File: src/hw/rtl/tkmd_pkg.sv
// ----------------------------------------------------------------------------
// tkmd_pkg
// shared types, codes and constants of the console key and pointer decoder
// ----------------------------------------------------------------------------
package tkmd_pkg;

  localparam int unsigned ByteBits = 8;
  localparam int unsigned TermBits = 10;
  localparam int unsigned PosBits  = 9;

  localparam int unsigned PanelWidthDef  = 480;
  localparam int unsigned PanelHeightDef = 272;
  localparam int unsigned AccBitsDef     = 12;
  localparam int unsigned AccBitsMax     = 16;

  localparam logic [TermBits-1:0] TermColsReset = 10'd80;
  localparam logic [TermBits-1:0] TermRowsReset = 10'd24;

  // queue depths
  localparam int unsigned CmdDepth = 4;
  localparam int unsigned ResDepth = 4;

  // console characters
  localparam logic [ByteBits-1:0] ChEsc        = 8'h1B;
  localparam logic [ByteBits-1:0] ChLbrack     = 8'h5B;
  localparam logic [ByteBits-1:0] ChLess       = 8'h3C;
  localparam logic [ByteBits-1:0] ChSemi       = 8'h3B;
  localparam logic [ByteBits-1:0] ChZero       = 8'h30;
  localparam logic [ByteBits-1:0] ChNine       = 8'h39;
  localparam logic [ByteBits-1:0] ChUpperA     = 8'h41;
  localparam logic [ByteBits-1:0] ChUpperD     = 8'h44;
  localparam logic [ByteBits-1:0] ChRelease    = 8'h6D;
  localparam logic [ByteBits-1:0] KeyArrowBase = 8'd128;
  localparam logic [ByteBits-1:0] KeyNone      = 8'd0;

  typedef enum logic [0:0] {
    RegTermCols = 1'b0,
    RegTermRows = 1'b1
  } cfg_reg_e;

  typedef enum logic [2:0] {
    EvKey     = 3'd0,
    EvPress   = 3'd1,
    EvDrag    = 3'd2,
    EvRelease = 3'd3,
    EvRight   = 3'd4
  } event_kind_e;

  // classified work handed from front to back
  typedef struct packed {
    logic                  is_mouse;
    logic                  two_keys;
    logic [ByteBits-1:0]   key_a;
    logic [ByteBits-1:0]   key_b;
    event_kind_e           kind;
    logic [AccBitsMax-1:0] cx;
    logic [AccBitsMax-1:0] cy;
  } cmd_t;

  typedef struct packed {
    event_kind_e         kind;
    logic [ByteBits-1:0] key;
    logic [PosBits-1:0]  pos_x;
    logic [PosBits-1:0]  pos_y;
    logic                last;
  } res_t;

endpackage

File: src/hw/rtl/tkmd_fifo.sv
// ----------------------------------------------------------------------------
// tkmd_fifo
// small flop based first-in first-out queue
// ----------------------------------------------------------------------------
module tkmd_fifo import tkmd_pkg::*; #(
  parameter int unsigned Width = $bits(res_t),
  parameter int unsigned Depth = ResDepth
) (
  input  logic             clk_i,
  input  logic             rst_ni,
  input  logic             push_i,
  input  logic [Width-1:0] data_i,
  output logic             full_o,
  input  logic             pop_i,
  output logic [Width-1:0] data_o,
  output logic             empty_o
);

  localparam int unsigned PtrBits = (Depth > 1) ? $clog2(Depth) : 1;
  localparam int unsigned CntBits = $clog2(Depth + 1);

  logic [Width-1:0]   mem_q [Depth];
  logic [PtrBits-1:0] wr_ptr_q, wr_ptr_d, rd_ptr_q, rd_ptr_d;
  logic [CntBits-1:0] count_q, count_d;
  logic               do_push, do_pop;

  assign full_o  = (count_q == CntBits'(Depth));
  assign empty_o = (count_q == '0);
  assign do_push = push_i && !full_o;
  assign do_pop  = pop_i && !empty_o;
  assign data_o  = mem_q[rd_ptr_q];

  always_comb begin
    wr_ptr_d = wr_ptr_q;
    rd_ptr_d = rd_ptr_q;
    count_d  = count_q;
    if (do_push) begin
      wr_ptr_d = (wr_ptr_q == PtrBits'(Depth - 1)) ? '0 : wr_ptr_q + 1'b1;
    end
    if (do_pop) begin
      rd_ptr_d = (rd_ptr_q == PtrBits'(Depth - 1)) ? '0 : rd_ptr_q + 1'b1;
    end
    if (do_push && !do_pop) begin
      count_d = count_q + 1'b1;
    end else if (do_pop && !do_push) begin
      count_d = count_q - 1'b1;
    end
  end

  always_ff @(posedge clk_i or negedge rst_ni) begin
    if (!rst_ni) begin
      wr_ptr_q <= '0;
      rd_ptr_q <= '0;
      count_q  <= '0;
    end else begin
      wr_ptr_q <= wr_ptr_d;
      rd_ptr_q <= rd_ptr_d;
      count_q  <= count_d;
    end
  end

  always_ff @(posedge clk_i) begin
    if (do_push) begin
      mem_q[wr_ptr_q] <= data_i;
    end
  end

endmodule

File: src/hw/rtl/tkmd_front.sv
// ----------------------------------------------------------------------------
// tkmd_front
// byte parser: escape sequences, csi skipping, sgr mouse field collection
// ----------------------------------------------------------------------------
module tkmd_front import tkmd_pkg::*; #(
  parameter int unsigned ACC_BITS = AccBitsDef
) (
  input  logic                clk_i,
  input  logic                rst_ni,
  input  logic                accept_i,
  input  logic [ByteBits-1:0] rx_byte_i,
  output logic                cmd_push_o,
  output cmd_t                cmd_o
);

  typedef enum logic [4:0] {
    StIdle  = 5'b00001,
    StEsc   = 5'b00010,
    StCsi   = 5'b00100,
    StSkip  = 5'b01000,
    StMouse = 5'b10000
  } front_state_e;

  front_state_e        state_q, state_d;
  logic [1:0]          field_q, field_d;
  logic [ACC_BITS-1:0] btn_q, btn_d, col_q, col_d, row_q, row_d;
  logic [ACC_BITS-1:0] cx, cy;
  logic                is_digit, is_param, btn_big;
  event_kind_e         mouse_kind;

  // decimal shift-in with saturation
  function automatic logic [ACC_BITS-1:0] acc_push(input logic [ACC_BITS-1:0] acc,
                                                   input logic [3:0] dig);
    logic [ACC_BITS+3:0] v;
    v = ({4'd0, acc} << 3) + ({4'd0, acc} << 1) + (ACC_BITS + 4)'(dig);
    if (|v[ACC_BITS+3:ACC_BITS]) begin
      return '1;
    end
    return v[ACC_BITS-1:0];
  endfunction

  assign is_digit = (rx_byte_i inside {[ChZero:ChNine]});
  assign is_param = is_digit || (rx_byte_i == ChSemi);
  assign btn_big  = |btn_q[ACC_BITS-1:6];
  assign cx       = (col_q == '0) ? '0 : col_q - 1'b1;
  assign cy       = (row_q == '0) ? '0 : row_q - 1'b1;

  always_comb begin
    if (rx_byte_i == ChRelease) begin
      mouse_kind = EvRelease;
    end else if (btn_q[1:0] == 2'b10) begin
      mouse_kind = EvRight;
    end else if (btn_q[5]) begin
      mouse_kind = EvDrag;
    end else begin
      mouse_kind = EvPress;
    end
  end

  always_comb begin
    state_d        = state_q;
    field_d        = field_q;
    btn_d          = btn_q;
    col_d          = col_q;
    row_d          = row_q;
    cmd_push_o     = 1'b0;
    cmd_o.is_mouse = 1'b0;
    cmd_o.two_keys = 1'b0;
    cmd_o.key_a    = rx_byte_i;
    cmd_o.key_b    = rx_byte_i;
    cmd_o.kind     = EvKey;
    cmd_o.cx       = AccBitsMax'(cx);
    cmd_o.cy       = AccBitsMax'(cy);
    if (accept_i) begin
      case (state_q)
        StEsc: begin
          if (rx_byte_i == ChLbrack) begin
            state_d = StCsi;
          end else if (rx_byte_i == ChEsc) begin
            // lone escape key, the new escape opens a fresh sequence
            cmd_push_o  = 1'b1;
            cmd_o.key_a = ChEsc;
          end else begin
            cmd_push_o     = 1'b1;
            cmd_o.two_keys = 1'b1;
            cmd_o.key_a    = ChEsc;
            state_d        = StIdle;
          end
        end
        StCsi: begin
          if (rx_byte_i == ChLess) begin
            state_d = StMouse;
            field_d = '0;
            btn_d   = '0;
            col_d   = '0;
            row_d   = '0;
          end else if (rx_byte_i inside {[ChUpperA:ChUpperD]}) begin
            cmd_push_o  = 1'b1;
            cmd_o.key_a = KeyArrowBase + (rx_byte_i - ChUpperA);
            state_d     = StIdle;
          end else if (is_param) begin
            state_d = StSkip;
          end else begin
            state_d = StIdle;
          end
        end
        StSkip: begin
          if (!is_param) begin
            state_d = StIdle;
          end
        end
        StMouse: begin
          if (is_digit) begin
            case (field_q)
              2'd0:    btn_d = acc_push(btn_q, rx_byte_i[3:0]);
              2'd1:    col_d = acc_push(col_q, rx_byte_i[3:0]);
              2'd2:    row_d = acc_push(row_q, rx_byte_i[3:0]);
              default: ;
            endcase
          end else if (rx_byte_i == ChSemi) begin
            if (field_q != 2'd3) begin
              field_d = field_q + 1'b1;
            end
          end else begin
            state_d = StIdle;
            // wheel and extra buttons give nothing
            if (!btn_big) begin
              cmd_push_o     = 1'b1;
              cmd_o.is_mouse = 1'b1;
              cmd_o.kind     = mouse_kind;
            end
          end
        end
        default: begin
          if (rx_byte_i == ChEsc) begin
            state_d = StEsc;
          end else begin
            state_d    = StIdle;
            cmd_push_o = 1'b1;
          end
        end
      endcase
    end
  end

  always_ff @(posedge clk_i or negedge rst_ni) begin
    if (!rst_ni) begin
      state_q <= StIdle;
      field_q <= '0;
      btn_q   <= '0;
      col_q   <= '0;
      row_q   <= '0;
    end else begin
      state_q <= state_d;
      field_q <= field_d;
      btn_q   <= btn_d;
      col_q   <= col_d;
      row_q   <= row_d;
    end
  end

endmodule

File: src/hw/rtl/tkmd_back.sv
// ----------------------------------------------------------------------------
// tkmd_back
// result builder: key items and cell to panel mapping by shift-subtract
// ----------------------------------------------------------------------------
module tkmd_back import tkmd_pkg::*; #(
  parameter int unsigned PANEL_WIDTH  = PanelWidthDef,
  parameter int unsigned PANEL_HEIGHT = PanelHeightDef,
  parameter int unsigned ACC_BITS     = AccBitsDef
) (
  input  logic                clk_i,
  input  logic                rst_ni,
  input  logic [TermBits-1:0] term_cols_i,
  input  logic [TermBits-1:0] term_rows_i,
  input  logic                cmd_valid_i,
  input  cmd_t                cmd_i,
  output logic                cmd_pop_o,
  input  logic                res_full_i,
  output logic                res_push_o,
  output res_t                res_o
);

  localparam int unsigned DimMax   = (PANEL_WIDTH > PANEL_HEIGHT) ? PANEL_WIDTH : PANEL_HEIGHT;
  localparam int unsigned DimBits  = $clog2(DimMax + 1);
  localparam int unsigned QuotBits = $clog2(DimMax);
  localparam int unsigned CntBits  = $clog2(QuotBits + 1);
  localparam int unsigned ProdBits = ((ACC_BITS > TermBits) ? ACC_BITS : TermBits) + DimBits;

  typedef enum logic [6:0] {
    BkIdle = 7'b0000001,
    BkKey1 = 7'b0000010,
    BkKey2 = 7'b0000100,
    BkMul  = 7'b0001000,
    BkCmp  = 7'b0010000,
    BkDiv  = 7'b0100000,
    BkOut  = 7'b1000000
  } back_state_e;

  back_state_e         state_q, state_d;
  cmd_t                cmd_q, cmd_d;
  logic [ProdBits-1:0] rem_x_q, rem_x_d, rem_y_q, rem_y_d;
  logic [ProdBits-1:0] lim_x_q, lim_y_q;
  logic [ProdBits-1:0] sub_x, sub_y;
  logic [QuotBits-1:0] qx_q, qx_d, qy_q, qy_d;
  logic [CntBits-1:0]  cnt_q, cnt_d;
  logic                ovf_x_q, ovf_x_d, ovf_y_q, ovf_y_d;
  logic                bit_x, bit_y;
  logic [PosBits-1:0]  held_x_q, held_x_d, held_y_q, held_y_d;
  logic [TermBits-1:0] cols_eff, rows_eff;
  logic [DimBits-1:0]  px_full, py_full;

  assign cols_eff = (term_cols_i == '0) ? TermBits'(1) : term_cols_i;
  assign rows_eff = (term_rows_i == '0) ? TermBits'(1) : term_rows_i;

  // one divisor-shift step per cycle on each axis
  assign sub_x = ProdBits'(cols_eff) << cnt_q;
  assign sub_y = ProdBits'(rows_eff) << cnt_q;
  assign bit_x = (rem_x_q >= sub_x);
  assign bit_y = (rem_y_q >= sub_y);

  assign px_full = ovf_x_q ? DimBits'(PANEL_WIDTH - 1) : DimBits'(qx_q);
  assign py_full = ovf_y_q ? '0 : DimBits'(PANEL_HEIGHT - 1) - DimBits'(qy_q);

  always_comb begin
    state_d     = state_q;
    cmd_d       = cmd_q;
    rem_x_d     = rem_x_q;
    rem_y_d     = rem_y_q;
    qx_d        = qx_q;
    qy_d        = qy_q;
    cnt_d       = cnt_q;
    ovf_x_d     = ovf_x_q;
    ovf_y_d     = ovf_y_q;
    held_x_d    = held_x_q;
    held_y_d    = held_y_q;
    cmd_pop_o   = 1'b0;
    res_push_o  = 1'b0;
    res_o.kind  = EvKey;
    res_o.key   = cmd_q.key_a;
    res_o.pos_x = held_x_q;
    res_o.pos_y = held_y_q;
    res_o.last  = 1'b1;
    case (state_q)
      BkIdle: begin
        if (cmd_valid_i) begin
          cmd_pop_o = 1'b1;
          cmd_d     = cmd_i;
          state_d   = cmd_i.is_mouse ? BkMul : BkKey1;
        end
      end
      BkKey1: begin
        res_o.last = !cmd_q.two_keys;
        if (!res_full_i) begin
          res_push_o = 1'b1;
          state_d    = cmd_q.two_keys ? BkKey2 : BkIdle;
        end
      end
      BkKey2: begin
        res_o.key = cmd_q.key_b;
        if (!res_full_i) begin
          res_push_o = 1'b1;
          state_d    = BkIdle;
        end
      end
      BkMul: begin
        rem_x_d = ProdBits'(cmd_q.cx[ACC_BITS-1:0]) * ProdBits'(PANEL_WIDTH);
        rem_y_d = ProdBits'(cmd_q.cy[ACC_BITS-1:0]) * ProdBits'(PANEL_HEIGHT);
        state_d = BkCmp;
      end
      BkCmp: begin
        // quotient would reach the panel size: clamp instead
        ovf_x_d = (rem_x_q >= lim_x_q);
        ovf_y_d = (rem_y_q >= lim_y_q);
        qx_d    = '0;
        qy_d    = '0;
        cnt_d   = CntBits'(QuotBits - 1);
        state_d = BkDiv;
      end
      BkDiv: begin
        rem_x_d = bit_x ? rem_x_q - sub_x : rem_x_q;
        rem_y_d = bit_y ? rem_y_q - sub_y : rem_y_q;
        qx_d    = QuotBits'({qx_q, bit_x});
        qy_d    = QuotBits'({qy_q, bit_y});
        if (cnt_q == '0) begin
          state_d = BkOut;
        end else begin
          cnt_d = cnt_q - 1'b1;
        end
      end
      BkOut: begin
        res_o.kind  = cmd_q.kind;
        res_o.key   = KeyNone;
        res_o.pos_x = PosBits'(px_full);
        res_o.pos_y = PosBits'(py_full);
        if (!res_full_i) begin
          res_push_o = 1'b1;
          held_x_d   = PosBits'(px_full);
          held_y_d   = PosBits'(py_full);
          state_d    = BkIdle;
        end
      end
      default: begin
        state_d = BkIdle;
      end
    endcase
  end

  always_ff @(posedge clk_i or negedge rst_ni) begin
    if (!rst_ni) begin
      state_q  <= BkIdle;
      held_x_q <= '0;
      held_y_q <= '0;
    end else begin
      state_q  <= state_d;
      held_x_q <= held_x_d;
      held_y_q <= held_y_d;
    end
  end

  always_ff @(posedge clk_i) begin
    cmd_q   <= cmd_d;
    rem_x_q <= rem_x_d;
    rem_y_q <= rem_y_d;
    qx_q    <= qx_d;
    qy_q    <= qy_d;
    cnt_q   <= cnt_d;
    ovf_x_q <= ovf_x_d;
    ovf_y_q <= ovf_y_d;
    // clamp limits follow the geometry registers
    lim_x_q <= ProdBits'(cols_eff) * ProdBits'(PANEL_WIDTH);
    lim_y_q <= ProdBits'(rows_eff) * ProdBits'(PANEL_HEIGHT);
  end

endmodule

File: src/hw/rtl/terminal_key_mouse_decoder.sv
// ----------------------------------------------------------------------------
// terminal_key_mouse_decoder
// console byte stream to key and pointer items
// ----------------------------------------------------------------------------
// Bytes go in through push/full, one per cycle while the command queue has
// room; items come out through empty/pop, oldest first. A plain byte gives one
// key item, ESC [ A..D an arrow key 128..131, ESC and anything but [ or ESC
// gives key 27 followed by the byte, and an SGR mouse report ESC [ < b;x;y M/m
// gives one pointer item, none for wheel or extra buttons, with the cell mapped
// onto the panel (x clamped to the panel width, y counted upwards). Other CSI
// sequences give nothing. Key items carry the position of the latest pointer
// item. The front parser takes a byte every cycle while the command queue has
// room; the back end takes a new command only when done with the last, and maps
// a pointer item by multiply, compare and its one-bit-per-cycle shift-subtract
// divider. term_cols and term_rows are written through the cfg channel, which
// is always ready; write them only while no item is in flight.
// ----------------------------------------------------------------------------
module terminal_key_mouse_decoder import tkmd_pkg::*; #(
  parameter int unsigned PANEL_WIDTH  = PanelWidthDef,
  parameter int unsigned PANEL_HEIGHT = PanelHeightDef,
  parameter int unsigned ACC_BITS     = AccBitsDef
) (
  input  logic                clk_i,
  input  logic                rst_ni,
  // configuration writes
  input  logic                cfg_valid_i,
  output logic                cfg_ready_o,
  input  logic [0:0]          cfg_index_i,
  input  logic [TermBits-1:0] cfg_data_i,
  // console bytes
  input  logic                push,
  output logic                full,
  input  logic [ByteBits-1:0] rx_byte_i,
  // decoded items
  output logic                empty,
  input  logic                pop,
  output logic [2:0]          event_kind_o,
  output logic [ByteBits-1:0] key_code_o,
  output logic [PosBits-1:0]  pos_x_o,
  output logic [PosBits-1:0]  pos_y_o,
  output logic                last_of_run_o
);

  logic [TermBits-1:0] term_cols_q, term_rows_q;
  logic                accept;
  logic                cmd_push, cmd_full, cmd_pop, cmd_empty;
  cmd_t                cmd_in, cmd_head;
  logic                res_push, res_full;
  res_t                res_in, res_head;

  // geometry registers, the channel never stalls
  assign cfg_ready_o = 1'b1;

  always_ff @(posedge clk_i or negedge rst_ni) begin
    if (!rst_ni) begin
      term_cols_q <= TermColsReset;
      term_rows_q <= TermRowsReset;
    end else if (cfg_valid_i) begin
      case (cfg_reg_e'(cfg_index_i))
        RegTermCols: term_cols_q <= cfg_data_i;
        RegTermRows: term_rows_q <= cfg_data_i;
        default: ;
      endcase
    end
  end

  // every byte makes at most one command, so queue room is all the front needs
  assign full   = cmd_full;
  assign accept = push && !cmd_full;

  tkmd_front #(
    .ACC_BITS (ACC_BITS)
  ) u_front (
    .clk_i      (clk_i),
    .rst_ni     (rst_ni),
    .accept_i   (accept),
    .rx_byte_i  (rx_byte_i),
    .cmd_push_o (cmd_push),
    .cmd_o      (cmd_in)
  );

  // decouples the parser from the mapping unit
  tkmd_fifo #(
    .Width ($bits(cmd_t)),
    .Depth (CmdDepth)
  ) u_cmd_fifo (
    .clk_i   (clk_i),
    .rst_ni  (rst_ni),
    .push_i  (cmd_push),
    .data_i  (cmd_in),
    .full_o  (cmd_full),
    .pop_i   (cmd_pop),
    .data_o  (cmd_head),
    .empty_o (cmd_empty)
  );

  tkmd_back #(
    .PANEL_WIDTH  (PANEL_WIDTH),
    .PANEL_HEIGHT (PANEL_HEIGHT),
    .ACC_BITS     (ACC_BITS)
  ) u_back (
    .clk_i       (clk_i),
    .rst_ni      (rst_ni),
    .term_cols_i (term_cols_q),
    .term_rows_i (term_rows_q),
    .cmd_valid_i (!cmd_empty),
    .cmd_i       (cmd_head),
    .cmd_pop_o   (cmd_pop),
    .res_full_i  (res_full),
    .res_push_o  (res_push),
    .res_o       (res_in)
  );

  // finished items wait here for the consumer
  tkmd_fifo #(
    .Width ($bits(res_t)),
    .Depth (ResDepth)
  ) u_res_fifo (
    .clk_i   (clk_i),
    .rst_ni  (rst_ni),
    .push_i  (res_push),
    .data_i  (res_in),
    .full_o  (res_full),
    .pop_i   (pop),
    .data_o  (res_head),
    .empty_o (empty)
  );

  assign event_kind_o  = res_head.kind;
  assign key_code_o    = res_head.key;
  assign pos_x_o       = res_head.pos_x;
  assign pos_y_o       = res_head.pos_y;
  assign last_of_run_o = res_head.last;

endmodule

File: config.mk
export PLATFORM = sky130hd
export DESIGN_NAME = terminal_key_mouse_decoder
export DESIGN_NICKNAME = d
export VERILOG_FILES = /design/src/hw/rtl/tkmd_pkg.sv /design/src/hw/rtl/tkmd_fifo.sv /design/src/hw/rtl/tkmd_front.sv /design/src/hw/rtl/tkmd_back.sv /design/src/hw/rtl/terminal_key_mouse_decoder.sv
export SDC_FILE = /design/constraint.sdc
export NUM_CORES = 1
export LEC_CHECK = 0
export ABC_CLOCK_PERIOD_IN_PS = 5200
export BUFFER_PORTS_ARGS = -buffer_cell sky130_fd_sc_hd__buf_2
export CORE_MARGIN = 5
export CORE_UTILIZATION = 25
export DETAILED_ROUTE_END_ITERATION = 8
export PLACE_DENSITY_LB_ADDON = 0.25
export REMOVE_ABC_BUFFERS = 1
export SYNTH_ARGS = -nofsm -noshare
export SYNTH_HDL_FRONTEND = slang
export SYNTH_SLANG_ARGS = --single-unit
File: constraint.sdc
create_clock -name clk_i -period 5.2 [get_ports clk_i]
set_clock_uncertainty 0.2 [all_clocks]
set_input_delay 1.04 -clock clk_i [delete_from_list [all_inputs] [get_ports clk_i]]
set_output_delay 1.04 -clock clk_i [all_outputs]
set_load 0.02 [all_outputs]
==> results.py, run 1 <==
metrics = {
    "clocking": {
        "cts.sinks": 541,
        "cts_buffers": 60,
        "cts_setup_buffers": 0,
        "htree_levels": 2,
        "clk_pin_slew_ns": 0.06,
        "cts_resized": 0,
        "root_buffer": "clkbuf_16",
        "tritoncts": "yes",
        "cts_buffer_depth": 3,
        "hold_buffers": 0,
        "clk-insertion-delay-late_ns": 0.63,
    },
    "setup_path": {
        "cp-start-kind": "flip-flop",
        "cp_max_fo": 13,
        "endpoint_kind": "flip-flop",
        "crit_required_ns": 5.38,
        "cp.arrival_ns": 5.07,
        "path_class": "reg2reg",
    },
    "sta": {
        "rsz0062_at_grt": "no",
        "setup_viol": 0,
        "tightest_slew_ns": 1.12,
        "period_share": 0.940,
        "finalMaxSlewViolations": 0,
        "setup_slack_ns": 0.312,
        "final_hold_viol_count": 0,
        "fin_hold_ws_ns": 0.221,
        "relSlewSlack": 0.254,
        "tns_ns": 0,
        "post-route-min-period_ns": 4.89,
        "fmax_ghz": 0.205,
    },
    "placement": {
        "gp_congestion": 0.803,
        "hpwl_um": 49500,
        "dp_slack_ns": 0.372,
        "dp.cells": 4080,
        "port_buffers": 55,
    },
    "global_route": {
        "antenna_found_initial": 2,
        "track_usage": 0.109,
        "overflow": 0,
        "grt_pass1_vias": 19600,
        "grt_pass1_wl_um": 112000,
        "grt_max_degree": 62,
    },
    "final_layout": {
        "fin_nets": 2833,
        "area_growth_pct": 14.3,
        "drive_above_1_share": 0.125,
        "layoutNonFillerInstCount": 4193,
        "multiInputGateArea_mm2": 0.0137,
        "n_fill_cell": 12400,
        "diodes": 0,
        "regArea_mm2": 0.0155,
    },
    "synth": {
        "synth_area_mm2": 0.0300,
        "synth_warnings": 0,
        "ys_types": 93,
        "synth_ff_type": "edfxtp_1",
        "netlist_top_cells_area": "edfxtp_1 (41%), ha_1 (9.7%), dfrtp_1 (8.0%)",
        "synth_seq_cells": 541,
        "syn_inst": 2474,
        "synth_seq_area_share": 0.516,
        "syn_area_per_cell_um2": 12.1,
        "async_flop_share": 0.189,
        "yosys.area.top_type": "edfxtp_1",
        "synth_edf_count": 410,
        "synth_top_area_frac": 0.411,
    },
    "route": {
        "detailroute.via_count": 18900,
        "drc_errors": 0,
        "wl_um": 69700,
        "via_per_inst": 4.51,
        "dr.pass1.iters": 5,
        "drtAntennaViolNets": 0,
        "wl_per_cell_um": 16.6,
        "drtIter0Drc": 975,
    },
    "status": {
        "status": "complete, no violations",
    },
    "die": {
        "chipHeight_um": 356,
        "io_pins": 57,
        "die_w_um": 356,
        "initial_core_util": 0.251,
        "core_area_mm2": 0.119,
        "placementRows": 127,
        "die-area_mm2": 0.127,
    },
    "pwr": {
        "power_mw": 20.0,
        "p_per_area_mw_per_mm2": 582,
        "irDropWorstVdd_v": 0.000495,
        "power.leakage_nw": 13.7,
    },
    "run": {
        "drv_cap": 0,
    },
    "hold_path": {
        "hold_path.class": "in2async",
    },
}
[per-layer routing]
layer | vias up | global-route usage | wire [um]
li1 | 9313 | - | -
met1 | 9295 | 0.150 | 33300
met2 | 220 | 0.184 | 33100
met3 | 77 | 0.0129 | 1870
met4 | 0 | 0.0286 | 1440
met5 | - | 0 | 0
[cell families after synthesis]
family / synth area share
and+or+nand+nor: 0.104
AOI/OAI and AO/OA: 0.116
DFF: 0.516
adders and majority gates: 0.128
buffers and inverters: 0.0277
muxes: 0.0736
xor gates and xnor gates: 0.0342
other: 0.000125
[final timing paths]
check | to | slack, ns | cells after the start | from
max in group asynchronous | term_rows_q[4]$_DFFE_PN1P_ | 3.68 | 2 | rst_ni
setup reg to reg | u_back.rem_x_q[2]$_SDFFCE_PN0P_ | 0.31 | 17 | term_cols_q[6]$_DFFE_PN1P_
hold reg to reg | u_back.held_y_q[2]$_DFFE_PN0P_ | 0.28 | 2 | u_back.held_y_q[2]$_DFFE_PN0P_
setup / recovery | u_back.rem_x_q[2]$_SDFFCE_PN0P_ | 0.31 | 17 | term_cols_q[6]$_DFFE_PN1P_
min in group clk_i | u_back.held_y_q[2]$_DFFE_PN0P_ | 0.28 | 2 | u_back.held_y_q[2]$_DFFE_PN0P_
hold / removal | u_front.btn_q[6]$_DFFE_PN0P_ | 0.22 | 1 | rst_ni
[placed cells by master (no fill, tap or decap), drive strengths merged, types with 20 or more instances in the layout]
| master | netlist | routed |
|---|---|---|
| a21o | 46 | 46 |
| dfrtp | 96 | 96 |
| nor2b | 21 | 21 |
| clkinv | 1 | 29 |
| a22oi | 20 | 20 |
| nand2b | 21 | 21 |
| ha | 232 | 232 |
| mux2i | 20 | 20 |
| fa | 47 | 47 |
| a21oi | 128 | 128 |
| o21a | 25 | 25 |
| mux4 | 76 | 76 |
| and2 | 42 | 42 |
| xnor2 | 56 | 56 |
| nor3 | 47 | 47 |
| buf | 24 | 93 |
| nor2 | 165 | 165 |
| clkbuf | 75 | 74 |
| o21ai | 160 | 160 |
| dfxtp | 29 | 29 |
| nand3 | 38 | 38 |
| inv | 113 | 113 |
| mux2 | 26 | 26 |
| edfxtp | 410 | 410 |
| nand2 | 233 | 233 |
| xor2 | 61 | 61 |
[flip-flops by register name, summed over array words and instances (netlist names), 5 cells and up]
name,cells
u_cmd_fifo.mem_q,180
u_res_fifo.mem_q,120
u_back.cmd_q,44
u_back.rem_x_q,21
u_back.rem_y_q,21
u_back.lim_y_q,15
u_back.lim_x_q,14
u_front.btn_q,12
u_front.col_q,12
u_front.row_q,12
term_cols_q,10
term_rows_q,10
u_back.held_x_q,9
u_back.held_y_q,9
u_back.qx_q,9
u_back.qy_q,9
u_back.state_q,7
u_front.state_q,5
[area by class of cell]
cell class / count / area share
Tap cell: 1612 / 0.0589
Clock inverter: 39 / 0.0110
Multi-Input combinational cell: 1720 / 0.399
Clock buffer: 74 / 0.0487
Timing Repair Buffer: 93 / 0.0183
Inverter: 114 / 0.0125
Sequential cell: 541 / 0.451
[worst max-delay path, stage by stage, from the launching register on]
cell and delay (ns):
dfstp_2 0.55, inv_1 0.09, ha_1 0.20, and4_1 0.24, nand2_1 0.11, nand2_1 0.10, o21ai_0 0.37, o21a_1 0.22
a21oi_1 0.10, or2_2 0.30, ha_1 0.34, a211o_1 0.33, o311ai_1 0.39, a21oi_1 0.23, a21oi_1 0.29, a211oi_1 0.13
or2_1 0.24, buf_4 0.20
[power by group]
part | switching, mW | internal, mW
Clock | 1.82 | 2.53
Sequential | 0.717 | 6.10
Combinational | 5.01 | 3.77
[through the flow]
| step | util | area (um2) |
|---|---|---|
| after global routing | 0.287 | 34300 |
| after CTS | 0.287 | 34300 |
| after global placement | 0.270 | 32200 |
| after detailed placement | 0.270 | 32200 |
| after floorplan | - | 29600 |
| final | 0.287 | 34300 |
[cells in the mapped netlist, drive strengths merged, types with 24 or more instances]
master,instances
dfrtp,96
nand2,233
xor2,61
nand3,38
inv,113
clkbuf,75
nor3,47
mux4,76
dfxtp,29
o21a,25
fa,47
and2,42
xnor2,56
nor2,165
o21ai,160
ha,232
buf,24
a21oi,128
a21o,46
edfxtp,410
mux2,26
Power figures use the tool's default switching activity.
==> run 2: changes to the inputs <==
Settings changed: CELL_PAD_IN_SITES_DETAIL_PLACEMENT from default to 0, CELL_PAD_IN_SITES_GLOBAL_PLACEMENT from default to 2, CORE_ASPECT_RATIO from default to 1.75.
==> run 2 against run 1 <==
Net effect:
- register-to-register slack worse by 0.02 ns
- largest power group unchanged
- non-clock buffer count rose by 21
- final cell count fell by 1.8%
- combinational power rose by 1%
- sequential share of layout area grew 0.30 points
- first-iteration DRC count decreased by 9.9%
- critical path depth is 2 lower
- fmax fell by 0.38%
- routed wire length up 14%
- worst setup slack got worse by 0.019 ns
- utilization down 0.17 points
==> results.py, run 2 (synthesis results as in run 1) <==
metrics = {
    "status": {
        "status": "complete, no violations",
    },
    "sta": {
        "tns_ns": 0,
        "fin_hold_ws_ns": 0.144,
        "period_share": 0.943,
        "final_hold_viol_count": 0,
        "fmax_ghz": 0.204,
        "post-route-min-period_ns": 4.91,
        "setup_slack_ns": 0.294,
        "tightest_slew_ns": 1.08,
        "rsz0062_at_grt": "no",
        "finalMaxSlewViolations": 0,
        "setup_viol": 0,
        "relSlewSlack": 0.281,
    },
    "clocking": {
        "cts_buffers": 52,
        "tritoncts": "yes",
        "cts.sinks": 541,
        "htree_levels": 2,
        "root_buffer": "clkbuf_16",
        "cts_buffer_depth": 3,
        "clk_pin_slew_ns": 0.07,
        "clk-insertion-delay-late_ns": 0.64,
    },
    "setup_path": {
        "endpoint_kind": "flip-flop",
        "crit_family": "compound AO/OA/AOI/OAI gates",
        "cpPeakStageDelay_ns": 0.52,
        "cp-start-kind": "flip-flop",
        "crit_required_ns": 5.27,
        "reg2regPathDepth": 15,
        "r2r_setup_slack_ns": 0.29,
        "r2r_start": "term_rows_q[3]$_DFFE_PN1P_",
        "cp.arrival_ns": 4.98,
        "critical_path_buf_inv_count": 1,
        "path_class": "reg2reg",
        "regToRegEndpoint": "u_back.rem_y_q[7]$_DFFE_PP_",
        "slowest_stage": "or4_1",
        "cp_cell_sequence": "nor3_1 -> a31oi_1 -> a21oi_1 -> mux2_2 -> mux2_2 -> nand2_1 -> ha_1 -> nand4_1 -> or4_1 -> o21ai_0 -> a221o_1 -> a31o_2 -> o311a_1 -> nand2b_1 -> buf_4",
        "crit_top_cell": "mux2_2",
        "cp_max_fo": 21,
    },
    "route": {
        "detailroute.via_count": 19300,
        "wl_per_cell_um": 19.3,
        "dr.pass1.iters": 5,
        "drc_errors": 0,
        "via_per_inst": 4.69,
        "drtAntennaViolNets": 0,
        "wl_um": 79700,
        "drtIter0Drc": 878,
    },
    "final_layout": {
        "mostFrequentLayoutCell": "edfxtp_1",
        "drive_above_1_share": 0.131,
        "final_cell_area_mm2": 0.0340,
        "fin_nets": 2846,
        "fin_util": 0.285,
        "final_cell_mix": "edfxtp_1 (410), nand2_1 (233), ha_1 (232)",
        "largest_reg_flops": 180,
        "area_growth_pct": 13.6,
        "layoutNonFillerInstCount": 4118,
        "reg_top3": "u_cmd_fifo.mem_q x180, u_res_fifo.mem_q x120, u_back.cmd_q x44",
        "regMostFlops": "u_cmd_fifo.mem_q",
    },
    "global_route": {
        "antenna_found_initial": 5,
        "track_usage": 0.124,
        "grt_pass1_vias": 20900,
        "overflow": 0,
        "grt_max_degree": 62,
        "grt_pass1_wl_um": 124000,
    },
    "die": {
        "io_pins": 57,
        "chipHeight_um": 468,
        "core_area_mm2": 0.119,
        "placementRows": 168,
        "die-area_mm2": 0.127,
        "die_w_um": 272,
        "initial_core_util": 0.251,
    },
    "pwr": {
        "p_per_area_mw_per_mm2": 576,
        "comb_power_share": 0.454,
        "power.leakage_nw": 13.6,
        "p_int_mw": 12.1,
        "irDropWorstVdd_v": 0.000346,
        "power_mw": 19.6,
        "switchingPower_mw": 7.47,
        "swShare": 0.381,
        "p_seq_frac": 0.345,
        "power.clock.fraction": 0.200,
    },
    "placement": {
        "dp_slack_ns": 0.265,
        "place_area_mm2": 0.0323,
        "gp_congestion": 0.823,
        "dp.cells": 4019,
        "port_buffers": 55,
        "hpwl_um": 61000,
    },
    "hold_path": {
        "hold_path.class": "in2async",
    },
    "run": {
        "drv_cap": 0,
    },
}
[run 2: changes by cell type in the layout (fill, tap and decap cells not counted), sizes merged]
cell    change
buf        +21
clkbuf     -10
clkinv     -11
diode       +3
inv         +4
[run 2: worst max-delay path by stage]
stage	start	to	slack [ns]	depth (start not counted)
floorplan	term_cols_q[4]$_DFFE_PN1P_	u_back.rem_x_q[0]$_SDFFCE_PN0P_	0.61	16
global placement	term_rows_q[3]$_DFFE_PN1P_	u_back.rem_y_q[5]$_DFFE_PP_	0.31	15
detailed placement	term_rows_q[3]$_DFFE_PN1P_	u_back.rem_y_q[5]$_DFFE_PP_	0.26	15
CTS	term_rows_q[3]$_DFFE_PN1P_	u_back.rem_y_q[5]$_DFFE_PP_	0.25	15
global route	term_rows_q[3]$_DFFE_PN1P_	u_back.rem_y_q[7]$_DFFE_PP_	0.07	16
finish	term_rows_q[3]$_DFFE_PN1P_	u_back.rem_y_q[7]$_DFFE_PP_	0.29	15
[run 2: metal layers]
| layer | up-vias | GRT usage | share of wire |
|---|---|---|---|
| met5 | - | 0 | 0.00026 |
| met4 | 4 | 0.0516 | 0.043 |
| met3 | 134 | 0.0155 | 0.026 |
| met2 | 249 | 0.248 | 0.55 |
| met1 | 9598 | 0.128 | 0.38 |
| li1 | 9334 | - | - |
[run 2: what timing repair did]
action / in CTS / in global routing
endpoints found under the hold margin: 0 / 0
setup endpoints to repair: 0 / 12
gates resized for setup: 0 / 1
setup buffers: 0 / 0
hold buffers: 0 / 0
[run 2: power groups by stage]
stage	logic, mW	clock network (mW)	registers [mW]
floorplan	6.50	0	6.72
global placement	9.01	0	6.87
detailed placement	9.07	0	6.91
CTS	9.14	4.09	6.82
global route	10.2	4.24	6.89
finish	8.91	3.93	6.77
[run 2: final cells by class]
cell class              count  area, um2
diodes                      3       7.51
clock buffers              64       1420
clock inverters            32        347
fillers                 12100      85400
inverters                 114        428
multi-input cells        1720      13700
flip-flops and latches    541      15500
well taps                1530       1910
repair buffers            114        771
==> run 3: changes to the inputs <==
Settings changed: HOLD_SLACK_MARGIN from default to 0.03, SYNTH_HIERARCHICAL from default to 1.
==> run 3 against run 2 <==
Net effect:
- hold slack better by 0.12 ns
- critical endpoint is now u_back/rem_y_q[10]$_DFFE_PP_
- utilization increased by 0.17 points
- sequential cell count unchanged
- combinational power increased by 3.1%
- routed wire length grew 1.6%
- sequential share of layout area is 0.92 points lower
- clock power up 7.4%
==> results.py, run 3 <==
metrics = {
    "status": {
        "status": "complete, no violations",
    },
    "pwr": {
        "p_per_area_mw_per_mm2": 581,
        "power_mw": 20.2,
        "power.leakage_nw": 13.7,
        "irDropWorstVdd_v": 0.000379,
    },
    "final_layout": {
        "mostFrequentLayoutCell": "edfxtp_1",
        "n_fill_cell": 12300,
        "largest_reg_flops": 180,
        "drive_above_1_share": 0.147,
        "final_cell_mix": "edfxtp_1 (410), ha_1 (231), nand2_1 (200)",
        "fin_nets": 2882,
        "fin_util": 0.287,
        "layoutNonFillerInstCount": 4253,
        "reg_top3": "u_cmd_fifo/mem_q x180, u_res_fifo/mem_q x120, u_back/cmd_q x44",
        "area_growth_pct": 13.8,
        "regMostFlops": "u_cmd_fifo/mem_q",
        "final_cell_area_mm2": 0.0347,
    },
    "die": {
        "chipHeight_um": 472,
        "io_pins": 57,
        "placementRows": 169,
        "core_area_mm2": 0.121,
        "initial_core_util": 0.252,
        "die_w_um": 274,
        "die-area_mm2": 0.129,
    },
    "clocking": {
        "cts.sinks": 541,
        "cts_buffers": 57,
        "clk-insertion-delay-late_ns": 0.66,
        "root_buffer": "clkbuf_16",
        "htree_levels": 2,
        "cts_buffer_depth": 3,
        "tritoncts": "yes",
        "cts_setup_buffers": 0,
        "clk_pin_slew_ns": 0.06,
    },
    "hold_path": {
        "hold_path.class": "in2async",
    },
    "setup_path": {
        "cp.arrival_ns": 5.00,
        "cpPeakStageDelay_ns": 0.50,
        "r2r_start": "term_rows_q[7]$_DFFE_PN0P_",
        "crit_required_ns": 5.29,
        "crit_path_start": "term_rows_q[7]$_DFFE_PN0P_",
        "endpoint_kind": "flip-flop",
        "cp-start-kind": "flip-flop",
        "slowest_stage": "dfrtp_1",
        "cp_max_fo": 21,
        "path_class": "reg2reg",
        "cp_cell_sequence": "nor4_1 -> a31oi_1 -> a21oi_1 -> o21a_1 -> mux2_2 -> nand2_1 -> ha_1 -> and3_1 -> o211ai_1 -> a31oi_1 -> o21ai_1 -> o21ai_1 -> a311o_2 -> nand2b_1 -> buf_4",
    },
    "synth": {
        "synth_warnings": 6,
        "syn_area_per_cell_um2": 12.1,
        "synth_area_mm2": 0.0305,
        "syn_inst": 2514,
    },
    "route": {
        "wl_um": 81000,
        "dr.pass1.iters": 5,
        "via_per_inst": 4.62,
        "drc_errors": 0,
        "wl_per_cell_um": 19.0,
        "dr_wl_met3_um": 1870,
        "wl_met1_um": 31500,
        "drtIter0Drc": 940,
        "met2_wirelength_um": 45000,
        "drtAntennaViolNets": 0,
        "top_layer": "met4",
        "detailroute.via_count": 19700,
    },
    "global_route": {
        "grt_pass1_wl_um": 125000,
        "grt_max_degree": 55,
        "antenna_found_initial": 2,
        "grt_pass1_vias": 21200,
        "overflow": 0,
        "track_usage": 0.124,
    },
    "sta": {
        "setup_viol": 0,
        "fin_hold_ws_ns": 0.263,
        "post-route-min-period_ns": 4.91,
        "period_share": 0.944,
        "fmax_ghz": 0.204,
        "final_hold_viol_count": 0,
        "setup_slack_ns": 0.292,
        "finalMaxSlewViolations": 0,
        "rsz0062_at_grt": "no",
        "tightest_slew_ns": 1.17,
        "tns_ns": 0,
        "relSlewSlack": 0.221,
    },
    "placement": {
        "place_area_mm2": 0.0328,
        "hpwl_um": 61200,
        "port_buffers": 55,
        "dp_slack_ns": -0.0769,
        "dp.cells": 4146,
        "gp_congestion": 0.812,
    },
    "run": {
        "drv_cap": 0,
    },
}
==> run 3: layer usage <==
| metal | global-route usage | up-vias |
|---|---|---|
| met5 | 0 | - |
| met4 | 0.0418 | 0 |
| li1 | - | 9513 |
| met1 | 0.136 | 9797 |
| met3 | 0.0129 | 105 |
| met2 | 0.243 | 248 |
==> run 3: area by class of cell <==
| type | count | area, um2 | area share |
|---|---|---|---|
| repair buffers | 114 | 758 | 0.0218 |
| inverters | 134 | 503 | 0.0145 |
| clock inverters | 35 | 413 | 0.0119 |
| flip-flops and latches | 541 | 15500 | 0.445 |
| well taps | 1624 | 2030 | 0.0585 |
| diodes | 1 | 2.50 | 0.0000720 |
| clock buffers | 71 | 1520 | 0.0437 |
| multi-input cells | 1733 | 14000 | 0.405 |
==> run 3: worst max-delay path, delay by kind of cell (launching register included) <==
| kind | cells | cell delay, ns |
|---|---|---|
| AOI/OAI and AO/OA | 8 | 2.18 |
| and+or+nand+nor | 4 | 0.76 |
| DFF | 1 | 0.50 |
| adders and majority gates | 1 | 0.40 |
| buffers and inverters | 1 | 0.33 |
| muxes | 1 | 0.17 |
==> run 3: final timing paths <==
path / end / slack, ns / depth (start not counted)
max: u_back/rem_y_q[10]$_DFFE_PP_ / 0.29 / 15
min in group clk_i: u_back/lim_y_q[7]$_DFF_P_ / 0.27 / 0
min: u_front/btn_q[11]$_DFFE_PN0P_ / 0.26 / 1
max in group asynchronous: term_rows_q[3]$_DFFE_PN1P_ / 3.66 / 2
min reg2reg: u_back/lim_y_q[7]$_DFF_P_ / 0.27 / 0
max reg2reg: u_back/rem_y_q[10]$_DFFE_PP_ / 0.29 / 15
==> run 3: power by group <==
group	switching [mW]	total [mW]	internal, mW
sequential	0.648	6.76	6.11
combinational	5.24	9.19	3.96
clock	1.83	4.22	2.39
total	7.71	20.2	12.5
==> run 3: timing repair <==
item / 4_1_cts / 5_1_grt
setup endpoints to repair: 21 / 21
pin swaps: 0 / 0
hold buffers: 0 / 0
gates resized for setup: 1 / 1
